`src/hdl/tstf_pkg.sv`:
```
// ----------------------------------------------------------------------------
// tstf_pkg
// Shared types and constants of the two-stage top-k threshold filter.
// ----------------------------------------------------------------------------
package tstf_pkg;

  localparam int BATCH_SIZE = 4;
  localparam int WORD_W     = 32;
  localparam int FILL_W     = (BATCH_SIZE > 1) ? $clog2(BATCH_SIZE) : 1;
  localparam int CNT_W      = $clog2(BATCH_SIZE + 1);

  typedef logic [WORD_W-1:0] word_t;
  typedef word_t [BATCH_SIZE-1:0] batch_t;

  // per-cell control from the sequencer
  typedef struct packed {
    logic valid;   // cell holds a live entry
    logic insert;  // broadcast value is sorted in this cycle
  } cell_ctrl_t;

  // batch descriptor handed to the output buffer
  typedef struct packed {
    logic             load;
    logic [CNT_W-1:0] count;
    logic             second;
    logic             done;
  } batch_ctrl_t;

endpackage

```
`src/hdl/tstf_cell.sv`:
```
// ----------------------------------------------------------------------------
// tstf_cell
// One slot of the insertion chain: keep, take the new value, or take the
// left neighbor's entry.
// ----------------------------------------------------------------------------
module tstf_cell (
  input  logic                clk_i,
  input  tstf_pkg::word_t     value_i,
  input  tstf_pkg::cell_ctrl_t ctrl_i,
  input  logic                left_le_i,
  input  tstf_pkg::word_t     left_val_i,
  output logic                le_o,
  output tstf_pkg::word_t     val_o,
  output tstf_pkg::word_t     ins_o
);
  import tstf_pkg::*;

  word_t entry_q;
  word_t entry_d;

  // equal values stay ahead of the new one
  assign le_o  = ctrl_i.valid && (entry_q <= value_i);
  assign ins_o = le_o ? entry_q : (left_le_i ? value_i : left_val_i);
  assign val_o = entry_q;

  assign entry_d = ctrl_i.insert ? ins_o : entry_q;

  always_ff @(posedge clk_i) begin
    entry_q <= entry_d;
  end

endmodule

```
`src/hdl/tstf_out_buf.sv`:
```
// ----------------------------------------------------------------------------
// tstf_out_buf
// Batch buffer: load a whole batch, shift it out one beat at a time.
// ----------------------------------------------------------------------------
module tstf_out_buf (
  input  logic                  clk_i,
  input  logic                  rst_ni,
  input  tstf_pkg::batch_ctrl_t ctrl_i,
  input  tstf_pkg::batch_t      data_i,
  output logic                  free_o,
  output logic                  out_valid_o,
  input  logic                  out_ready_i,
  output tstf_pkg::word_t       out_value_o,
  output logic                  last_of_batch_o,
  output logic                  second_phase_o,
  output logic                  stream_done_o
);
  import tstf_pkg::*;

  batch_t           buf_q, buf_d;
  logic [CNT_W-1:0] cnt_q, cnt_d;
  logic             second_q, second_d;
  logic             done_q, done_d;
  logic             pop;

  assign pop    = (cnt_q != '0) && out_ready_i;
  assign free_o = (cnt_q == '0) || ((cnt_q == CNT_W'(1)) && out_ready_i);

  always_comb begin
    buf_d    = buf_q;
    cnt_d    = cnt_q;
    second_d = second_q;
    done_d   = done_q;
    if (ctrl_i.load) begin
      buf_d    = data_i;
      cnt_d    = ctrl_i.count;
      second_d = ctrl_i.second;
      done_d   = ctrl_i.done;
    end else if (pop) begin
      // advance the batch by one slot
      for (int i = 0; i < BATCH_SIZE - 1; i++) begin
        buf_d[i] = buf_q[i+1];
      end
      cnt_d = cnt_q - CNT_W'(1);
    end
  end

  always_ff @(posedge clk_i or negedge rst_ni) begin
    if (!rst_ni) begin
      cnt_q <= '0;
    end else begin
      cnt_q <= cnt_d;
    end
  end

  always_ff @(posedge clk_i) begin
    buf_q    <= buf_d;
    second_q <= second_d;
    done_q   <= done_d;
  end

  assign out_valid_o     = (cnt_q != '0);
  assign out_value_o     = buf_q[0];
  assign last_of_batch_o = (cnt_q == CNT_W'(1));
  assign second_phase_o  = second_q;
  assign stream_done_o   = done_q;

endmodule

```
`src/hdl/two_stage_topk_threshold_filter.sv`:
```
// ----------------------------------------------------------------------------
// two_stage_topk_threshold_filter
// Two-phase batch sorter with a frozen threshold for the second phase.
// ----------------------------------------------------------------------------
// The block takes one 32-bit value per beat and sorts it into a chain of
// BATCH_SIZE cells: every cell compares the broadcast value with its entry
// and either keeps it, takes the new value, or takes its left neighbor's
// entry. A full chain is copied into a batch buffer that sends the entries in
// ascending order, one beat per cycle while out_ready is high, last_of_batch
// on the final one. In phase one every batch updates the threshold and the
// forwarded count; an end marker, or a value that finds the count at or above
// the limit, freezes the threshold, drops the partial batch and that value,
// and starts phase two. In phase two only values below the threshold are
// sorted in. The next end marker flushes the remaining entries with
// stream_done set (nothing if the chain is empty) and the block halts; later
// beats are accepted and dropped. A beat that completes a batch is held off
// only until the batch buffer is sending its last entry, so input and output
// both run at one value per cycle. The user must write the configuration
// (forward_limit at 0x0, end_marker at 0x4) over the APB port only while the
// block is idle, which the block does not enforce; pready is always high.
// ----------------------------------------------------------------------------
module two_stage_topk_threshold_filter (
  input  logic                  clk_i,
  input  logic                  rst_ni,
  // configuration
  input  logic                  psel,
  input  logic                  penable,
  input  logic                  pwrite,
  input  logic [2:0]            paddr,
  input  logic [31:0]           pwdata,
  output logic [31:0]           prdata,
  output logic                  pready,
  // input stream
  input  logic                  in_valid_i,
  output logic                  in_ready_o,
  input  tstf_pkg::word_t       value_i,
  // output stream
  output logic                  out_valid_o,
  input  logic                  out_ready_i,
  output tstf_pkg::word_t       out_value_o,
  output logic                  last_of_batch_o,
  output logic                  second_phase_o,
  output logic                  stream_done_o
);
  import tstf_pkg::*;

  localparam logic [1:0] PH_ONE  = 2'd0;
  localparam logic [1:0] PH_TWO  = 2'd1;
  localparam logic [1:0] PH_HALT = 2'd2;

  localparam logic REG_LIMIT  = 1'b0;
  localparam logic REG_MARKER = 1'b1;

  // configuration registers
  word_t limit_q, marker_q;
  logic  cfg_wr;

  // control and threshold state
  logic [1:0]        phase_q, phase_d;
  logic [FILL_W-1:0] fill_q, fill_d;
  word_t             fwd_cnt_q, fwd_cnt_d;
  word_t             batch_thr_q, batch_thr_d;
  word_t             final_thr_q, final_thr_d;

  // chain signals; index 0 is the smallest entry
  cell_ctrl_t        cell_ctrl [BATCH_SIZE];
  logic [BATCH_SIZE:0] le_chain;
  word_t             left_val [BATCH_SIZE];
  batch_t            ins_vals, cur_vals;

  // beat decode
  logic        is_marker, fill_last, do_insert, emit_full, emit_flush, emit_now;
  logic        accept, ob_free;
  logic [WORD_W:0] fwd_sum;
  batch_ctrl_t batch_ctrl;

  // --------------------------------------------------------------------------
  // APB configuration
  // --------------------------------------------------------------------------
  assign pready = 1'b1;
  assign cfg_wr = psel && penable && pwrite && pready;

  always_ff @(posedge clk_i or negedge rst_ni) begin
    if (!rst_ni) begin
      limit_q  <= WORD_W'(1024);
      marker_q <= '1;
    end else if (cfg_wr) begin
      case (paddr[2])
        REG_LIMIT:  limit_q  <= pwdata;
        REG_MARKER: marker_q <= pwdata;
        default: ;
      endcase
    end
  end

  always_comb begin
    case (paddr[2])
      REG_LIMIT:  prdata = limit_q;
      REG_MARKER: prdata = marker_q;
      default:    prdata = '0;
    endcase
  end

  // --------------------------------------------------------------------------
  // Beat decode
  // --------------------------------------------------------------------------
  assign is_marker = (value_i == marker_q);
  assign fill_last = (fill_q == FILL_W'(BATCH_SIZE - 1));

  always_comb begin
    do_insert  = 1'b0;
    emit_full  = 1'b0;
    emit_flush = 1'b0;
    case (phase_q)
      PH_ONE: begin
        if (!(is_marker || (fwd_cnt_q >= limit_q))) begin
          do_insert = 1'b1;
          emit_full = fill_last;
        end
      end
      PH_TWO: begin
        if (is_marker) begin
          emit_flush = (fill_q != '0);
        end else if (value_i < final_thr_q) begin
          do_insert = 1'b1;
          emit_full = fill_last;
        end
      end
      default: ;
    endcase
  end

  assign emit_now   = emit_full || emit_flush;
  // hold the beat only if it makes a batch the buffer cannot take yet
  assign in_ready_o = !emit_now || ob_free;
  assign accept     = in_valid_i && in_ready_o;

  // --------------------------------------------------------------------------
  // Insertion chain
  // --------------------------------------------------------------------------
  assign le_chain[0] = 1'b1;

  for (genvar i = 0; i < BATCH_SIZE; i++) begin : g_cell
    assign cell_ctrl[i].valid  = (fill_q > FILL_W'(i));
    assign cell_ctrl[i].insert = accept && do_insert;
    if (i == 0) begin : g_head
      assign left_val[i] = value_i;
    end else begin : g_body
      assign left_val[i] = cur_vals[i-1];
    end

    tstf_cell u_cell (
      .clk_i      (clk_i),
      .value_i    (value_i),
      .ctrl_i     (cell_ctrl[i]),
      .left_le_i  (le_chain[i]),
      .left_val_i (left_val[i]),
      .le_o       (le_chain[i+1]),
      .val_o      (cur_vals[i]),
      .ins_o      (ins_vals[i])
    );
  end

  // --------------------------------------------------------------------------
  // Phase sequencer
  // --------------------------------------------------------------------------
  assign fwd_sum = {1'b0, fwd_cnt_q} + (WORD_W + 1)'(BATCH_SIZE);

  always_comb begin
    phase_d     = phase_q;
    fill_d      = fill_q;
    fwd_cnt_d   = fwd_cnt_q;
    batch_thr_d = batch_thr_q;
    final_thr_d = final_thr_q;
    if (accept) begin
      case (phase_q)
        PH_ONE: begin
          if (!do_insert) begin
            // freeze the threshold, drop the partial batch
            final_thr_d = batch_thr_q;
            phase_d     = PH_TWO;
            fill_d      = '0;
          end else if (emit_full) begin
            batch_thr_d = ins_vals[BATCH_SIZE-1];
            fwd_cnt_d   = fwd_sum[WORD_W] ? '1 : fwd_sum[WORD_W-1:0];
            fill_d      = '0;
          end else begin
            fill_d = fill_q + FILL_W'(1);
          end
        end
        PH_TWO: begin
          if (is_marker) begin
            phase_d = PH_HALT;
            fill_d  = '0;
          end else if (do_insert) begin
            fill_d = emit_full ? '0 : fill_q + FILL_W'(1);
          end
        end
        default: ;
      endcase
    end
  end

  always_ff @(posedge clk_i or negedge rst_ni) begin
    if (!rst_ni) begin
      phase_q     <= PH_ONE;
      fill_q      <= '0;
      fwd_cnt_q   <= '0;
      batch_thr_q <= '1;
      final_thr_q <= '1;
    end else begin
      phase_q     <= phase_d;
      fill_q      <= fill_d;
      fwd_cnt_q   <= fwd_cnt_d;
      batch_thr_q <= batch_thr_d;
      final_thr_q <= final_thr_d;
    end
  end

  // --------------------------------------------------------------------------
  // Batch buffer
  // --------------------------------------------------------------------------
  assign batch_ctrl.load   = accept && emit_now;
  assign batch_ctrl.count  = emit_flush ? CNT_W'(fill_q) : CNT_W'(BATCH_SIZE);
  assign batch_ctrl.second = (phase_q == PH_TWO);
  assign batch_ctrl.done   = emit_flush;

  tstf_out_buf u_out_buf (
    .clk_i           (clk_i),
    .rst_ni          (rst_ni),
    .ctrl_i          (batch_ctrl),
    .data_i          (emit_flush ? cur_vals : ins_vals),
    .free_o          (ob_free),
    .out_valid_o     (out_valid_o),
    .out_ready_i     (out_ready_i),
    .out_value_o     (out_value_o),
    .last_of_batch_o (last_of_batch_o),
    .second_phase_o  (second_phase_o),
    .stream_done_o   (stream_done_o)
  );

  // --------------------------------------------------------------------------
  // Assertions
  // --------------------------------------------------------------------------
  a_load_when_free: assert property (@(posedge clk_i) disable iff (!rst_ni)
    batch_ctrl.load |-> ob_free)
    else $error("batch loaded while buffer busy");

  a_halt_sticky: assert property (@(posedge clk_i) disable iff (!rst_ni)
    (phase_q == PH_HALT) |=> (phase_q == PH_HALT))
    else $error("left halted phase");

  a_no_return: assert property (@(posedge clk_i) disable iff (!rst_ni)
    (phase_q != PH_ONE) |=> (phase_q != PH_ONE))
    else $error("returned to phase one");

  a_halt_empty: assert property (@(posedge clk_i) disable iff (!rst_ni)
    (phase_q == PH_HALT) |-> ((fill_q == '0) && !batch_ctrl.load))
    else $error("activity after halt");

  a_fwd_frozen: assert property (@(posedge clk_i) disable iff (!rst_ni)
    (phase_q != PH_ONE) |=> $stable(fwd_cnt_q) && $stable(final_thr_q))
    else $error("phase-one state changed in phase two");

endmodule
```
`config.mk`:
```
export PLATFORM = sky130hd
export DESIGN_NAME = two_stage_topk_threshold_filter
export DESIGN_NICKNAME = d
export VERILOG_FILES = /design/src/hdl/tstf_pkg.sv /design/src/hdl/tstf_cell.sv /design/src/hdl/tstf_out_buf.sv /design/src/hdl/two_stage_topk_threshold_filter.sv
export SDC_FILE = /design/constraint.sdc
export NUM_CORES = 1
export LEC_CHECK = 0
export BUFFER_PORTS_ARGS = -buffer_cell sky130_fd_sc_hd__buf_2
export CAP_MARGIN = 25
export CORE_AREA = 4 4 197 390
export DETAILED_ROUTE_END_ITERATION = 8
export DIE_AREA = 0 0 201 394
export GPL_TIMING_DRIVEN = 0
export HOLD_SLACK_MARGIN = 0.03
export MAX_ROUTING_LAYER = met4
export SLEW_MARGIN = 20
export SYNTH_ARGS = -nofsm -noshare
export SYNTH_HDL_FRONTEND = slang
export SYNTH_SLANG_ARGS = --single-unit
```
`constraint.sdc`:
```
create_clock -name clk_i -period 12.7 [get_ports clk_i]
set_input_delay 0.635 -clock clk_i [delete_from_list [all_inputs] [get_ports clk_i]]
set_output_delay 0.635 -clock clk_i [all_outputs]
set_load 0.05 [all_outputs]
```
==> run metrics, run 1 <==
run status finished, final reports clean; register bit count reported by yosys 424; GRT overflow 0; final setup violation count 0; drt drc 0; Leak 0.0115 µW; Initial Utilization 32.6%; Chip Width 201 µm; HPWL Detailed 60500 µm; fin cells 3517; CP max FO 10; ordered list of cells on the worst path buf_2 -> inv_1 -> ha_1 -> nand3_1 -> nor4_2 -> o21ai_0 -> o221ai_1 -> o21a_1 -> clkbuf_1 -> and2_1 -> clkbuf_1 -> clkbuf_1 -> o21ai_0 -> o22ai_1; critical path launch point type input port; post_cts resized 0; first-pass GRT wire length 114000 µm; clock latency on the worst-skew pair 0.58 ns; Post-synth EDFFs 258; Req. time, crit path 13.09 ns; initial antenna violation count 4; slowest cell delay on critical path 0.83 ns; clock skew 0.0425 ns; WL per Instance 21.4 µm; Final TNS setup 0 ns; First-pass DRT Iterations 5; DRT Wirelength 75100 µm; Critical Path Sink Type flip-flop; Post-DRT Antenna Nets 0; # clock sinks 424; Placed Cells 3438; max-cap violations 0; Total GRT Usage 19.2%; Syn Std Cell Area 0.0241 mm²; Core ar. 0.0739 mm²; Worst path slowest cell nor4_2; final core occ 37.2%; final hold violations 0; CTS tree yes; Critical Path AT 5.27 ns; Yosys top cell area share 32.1%; Synth Warn # 0; final period utilization 38.4%; # port buffers 140; largest cells by area after synthesis edfxtp_1 32%, dfstp_2 11%, ha_1 8.6%, dfrtp_1 7.2%, a21oi_1 5.3%; Placer Congestion 0.977; final hold slack 0.0376 ns; RSZ-0062 raised after global routing no; number of global-route vias before repair 19492; syn_area_per_cell 10.2 µm²; Worst VDD drop 0.120 mV; sequential area share after synthesis 49.8%; Worst-path clk slew 0.07 ns; library cells used by synthesis 69; worst relative slew slack 36.6%; type of the tightest min-delay check input port to async pin; Die H 394 µm; largest net degree at the start of global routing 92; # Post-CTS Setup Buffers 0; 1st-iter DRT viols 912; via count 18295; CP dominant cell by count clkbuf_1; Crit Path Class input port to flip-flop; dominant cell by count in the synthesized netlist edfxtp_1; clk buf depth 3; Die ar. 0.0792 mm²; ys async rst share 39.2%; Slew Limit Fails 0; fmax 205 MHz; routed vias/inst 5.20; ys flop type edfxtp_1; I/O pins 144; Syn Nets 2603; CTS buffer count 40; layout cells sized above 1 19.4%; clock root buffer master clkbuf_16; CTS Hold Bufs 0; Least-Margin Pin Slew 0.944 ns; H-tree Lvls 2; Post-synth top cells 258 x edfxtp_1, 254 x a21oi_1, 213 x inv_1; post-synthesis cell count 2363; pwr dens 212 mW/mm²; Site Rows 141; P&R area growth vs syn 13.9%; NumNets Final 2791; area leader, netlist edfxtp_1; Final min period 4.88 ns
[metal layers]
layer | routed length, µm | share of wire [%] | track usage [%] | up-vias
li1 | - | - | - | 8845
met1 | 26200 | 35 | 18.7 | 8695
met2 | 39800 | 53 | 34.9 | 540
met3 | 2600 | 3.5 | 1.95 | 215
met4 | 6540 | 8.7 | 14.0 | 0
met5 | 0 | 0 | - | -
[sequential cells by signal, indices dropped and copies added, names as in the netlist]
| register | count |
|---|---|
| final_thr_q | 32 |
| phase_q | 2 |
| fwd_cnt_q | 31 |
| u_out_buf.out_value_o | 32 |
| u_out_buf.cnt_q | 3 |
| batch_thr_q | 32 |
| marker_q | 32 |
| limit_q | 32 |
| g_cell.u_cell.val_o | 128 |
| u_out_buf.second_phase_o | 1 |
| u_out_buf.buf_q | 96 |
| fill_q | 2 |
| u_out_buf.stream_done_o | 1 |
[cell families (layout without fill, tap and decap cells)]
group | after synthesis | in the layout | share of synthesized area [%]
other cells | 1 | 7 | 0.0155
fa+ha+maj | 166 | 166 | 8.61
mux | 201 | 201 | 8.88
simple gates | 568 | 568 | 10.7
compound gates | 605 | 605 | 14.2
buf+inv | 366 | 585 | 6.52
xor+xnor | 32 | 32 | 1.16
flops | 424 | 424 | 49.8
[per-stage QoR]
| stage | cell area [µm²] | power (µW) | setup slack (ns) |
|---|---|---|---|
| 6_report | 27500 | 5840 | 7.82 |
| 2_1_floorplan | 24100 | 3880 | 7.12 |
| 5_1_grt | 27500 | 6200 | 7.68 |
| 4_1_cts | 27400 | 5880 | 7.74 |
| 3_3_place_gp | 26000 | 4590 | 4.42 |
| 3_5_place_dp | 26200 | 4640 | 7.16 |
[critical path: cells and delay by family]
kind | cells | cell delay [ns]
fa+ha+maj | 1 | 0.32
buf+inv | 5 | 1.72
compound gates | 5 | 1.35
simple gates | 3 | 1.23
[placed cells by master (no fill, tap or decap), types with 6 or more instances in the layout]
| cell type | Yosys | layout |
|---|---|---|
| mux2i_1 | 97 | 97 |
| diode_2 | 0 | 6 |
| a21oi_1 | 254 | 254 |
| nand2_1 | 189 | 189 |
| inv_1 | 213 | 213 |
| clkinv_2 | 0 | 9 |
| o21a_1 | 10 | 10 |
| a21o_1 | 11 | 11 |
| dfstp_2 | 97 | 97 |
| nor3_1 | 71 | 71 |
| buf_2 | 24 | 163 |
| nand2b_1 | 10 | 10 |
| clkbuf_16 | 0 | 42 |
| buf_4 | 45 | 45 |
| and2_1 | 7 | 7 |
| a211oi_1 | 38 | 38 |
| nor2_1 | 168 | 168 |
| and4_1 | 6 | 6 |
| dfrtp_1 | 69 | 69 |
| nand3_1 | 32 | 32 |
| o22ai_1 | 33 | 33 |
| o21ai_0 | 191 | 191 |
| mux2_2 | 104 | 104 |
| ha_1 | 166 | 166 |
| edfxtp_1 | 258 | 258 |
| a31oi_1 | 19 | 19 |
| nand4_1 | 41 | 41 |
| xnor2_1 | 32 | 32 |
| clkbuf_1 | 80 | 86 |
| nor2b_1 | 8 | 8 |
| and3_1 | 13 | 12 |
[power by group]
part           switching (µW)  leakage (µW)  internal (µW)
registers                 218       0.00432           2050
clock network             579      0.000646            645
logic                    1530       0.00654            807
[final timing paths]
path,from,to,slack [ns],depth (start not counted)
max reg2reg,g_cell[1].u_cell.val_o[27],u_out_buf.buf_q[63],7.82,12
min in group clk_i,pwdata[30],limit_q[30],0.32,2
min,rst_ni,limit_q[9],0.04,1
max,value_i[28],u_out_buf.buf_q[63],7.82,14
max in group asynchronous,rst_ni,marker_q[26],11.75,2
min reg2reg,batch_thr_q[13],final_thr_q[13],0.49,2
[area by class of cell]
cell class / instances / area (µm²)
fillers: 7395 / 46500
flip-flops and latches: 424 / 12000
multi-input cells: 1573 / 10600
well taps: 929 / 1160
clock buffers: 53 / 1140
repair buffers: 146 / 853
inverters: 214 / 803
plain buffers: 152 / 769
clock inverters: 20 / 144
diodes: 6 / 15.0
No activity file was read; power rests on OpenSTA's default activity.
==> run 2: changes to the inputs <==
==> constraint.sdc (replaced) <==
create_clock -name clk_i -period 4.9 [get_ports clk_i]
set_input_delay 0.245 -clock clk_i [delete_from_list [all_inputs] [get_ports clk_i]]
set_output_delay 0.245 -clock clk_i [all_outputs]
set_load 0.05 [all_outputs]
==> run metrics, run 2 (synthesis gave the netlist of run 1 again) <==
run status finished, final reports clean; # clock sinks 424; Req. time, crit path 5.29 ns; placed cell areas 0.0261 mm²; Die H 394 µm; Buf+Inv Stages, Crit Path 3; Post-DRT Antenna Nets 0; routed vias/inst 5.17; WL per Instance 21.2 µm; Worst VDD drop 0.329 mV; layout cells sized above 1 19.1%; final core occ 37.7%; Placer Congestion 0.989; Die ar. 0.0792 mm²; ordered list of cells on the worst path ha_1 -> nand3_1 -> nor4_2 -> o21ai_0 -> o221ai_1 -> o21a_1 -> clkbuf_1 -> and2_1 -> clkbuf_1 -> clkbuf_1 -> o21ai_0 -> o22ai_1; clock latency on the worst-skew pair 0.58 ns; CTS tree yes; Leak 0.0117 µW; Initial Utilization 32.6%; HPWL Detailed 60300 µm; Core ar. 0.0739 mm²; Crit Path Class flip-flop to flip-flop; fmax 209 MHz; largest delay contributor family on the critical path compound AO/OA/AOI/OAI gates; H-tree Lvls 2; final period utilization 97.5%; GRT overflow 0; Critical Path AT 5.16 ns; critical path launch point type flip-flop; CP dominant cell by count clkbuf_1; initial antenna violation count 2; Final min period 4.78 ns; largest net degree at the start of global routing 91; commonest non-fill, non-tap cell in the layout edfxtp_1; final setup violation count 0; Site Rows 141; CTS buffer count 40; # Post-CTS Setup Buffers 0; I/O pins 144; Slew Limit Fails 0; final instance area 0.0279 mm²; First-pass DRT Iterations 5; max-cap violations 0; P&R area growth vs syn 15.6%; Least-Margin Pin Slew 0.952 ns; clock root buffer master clkbuf_16; Worst-path clk slew 0.07 ns; 1st-iter DRT viols 957; # port buffers 140; number of global-route vias before repair 19365; DRT Wirelength 75300 µm; Worst path slowest cell nor4_2; CP max FO 10; Total GRT Usage 19.1%; clock skew 0.0332 ns; Chip Width 201 µm; slowest cell delay on critical path 0.78 ns; clk buf depth 3; via count 18356; drt drc 0; type of the tightest min-delay check input port to flip-flop; most frequent cells in the layout 258 x edfxtp_1, 254 x a21oi_1, 213 x inv_1; final hold violations 0; Final TNS setup 0 ns; pwr dens 551 mW/mm²; RSZ-0062 raised after global routing no; first-pass GRT wire length 114000 µm; Tot Pwr 15400 µW; NumNets Final 2826; max reg flops 128; Critical Path Sink Type flip-flop; worst relative slew slack 36.3%
-- run 2: cell types whose count changed in the layout (fill, tap and decap cells not counted), sizes merged --
cell and delta:
dlygate4sd3 +34, inv -4, clkinvlp +1, diode -4
bufinv +5, buf +1, clkinv -2
-- run 2: report_power, final --
group | total, µW | switching, µW | internal (µW)
sequential | 5880 | 562 | 5320
clock | 3390 | 1490 | 1900
combinational | 6080 | 3980 | 2100
-- run 2: what timing repair did --
| action | in CTS | in global routing |
|---|---|---|
| hold endpoints to repair | 81 | 0 |
| resized for setup | 2 | 0 |
| endpoints found under the setup margin | 45 | 0 |
| hold buffers | 34 | 0 |
-- run 2: area by class of cell --
type / count / area (µm²)
clock inverter: 20 / 243
tap: 929 / 1160
fill: 7351 / 46000
clock buffer: 53 / 1130
timing repair buffer: 181 / 1180
antenna: 2 / 5.00
multi-input combinational: 1573 / 10600
inverter: 214 / 803
sequential: 424 / 12000
buffer: 152 / 769
-- run 2: worst min-delay path, cell delays in order --
cell and delay, ns:
buf_2 0.20, a21oi_1 0.13, inv_1 0.06
-- run 2: routing by layer --
metal	track usage (%)	vias up	wire, µm
li1	-	8911	-
met1	18.8	8758	26200
met2	35.4	471	40600
met3	1.74	216	2440
met4	12.9	0	6060
met5	-	-	0
-- run 2: worst paths after layout --
path,startpoint,endpoint,slack [ns],depth (start not counted)
setup / recovery,g_cell[1].u_cell.val_o[28],u_out_buf.buf_q[63],0.12,12
hold / removal,value_i[26],g_cell[3].u_cell.val_o[26],0.16,3
min in group asynchronous,rst_ni,limit_q[5],0.24,2
hold reg to reg,batch_thr_q[17],final_thr_q[17],0.48,2
max in group asynchronous,rst_ni,marker_q[27],3.76,3
setup reg to reg,g_cell[1].u_cell.val_o[28],u_out_buf.buf_q[63],0.12,12
-- run 2: stage by stage --
| step | cells | worst slack (ns) | hold WS (ns) |
|---|---|---|---|
| final | 3548 | 0.120 | 0.164 |
| after global routing | 3548 | 0.0402 | 0.191 |
| after CTS | 3546 | 0.144 | 0.150 |
| after detailed placement | 3439 | -0.320 | 0.251 |
| after global placement | 3432 | -1.07 | 0.473 |
| after floorplan | 2363 | 0.608 | -0.0506 |
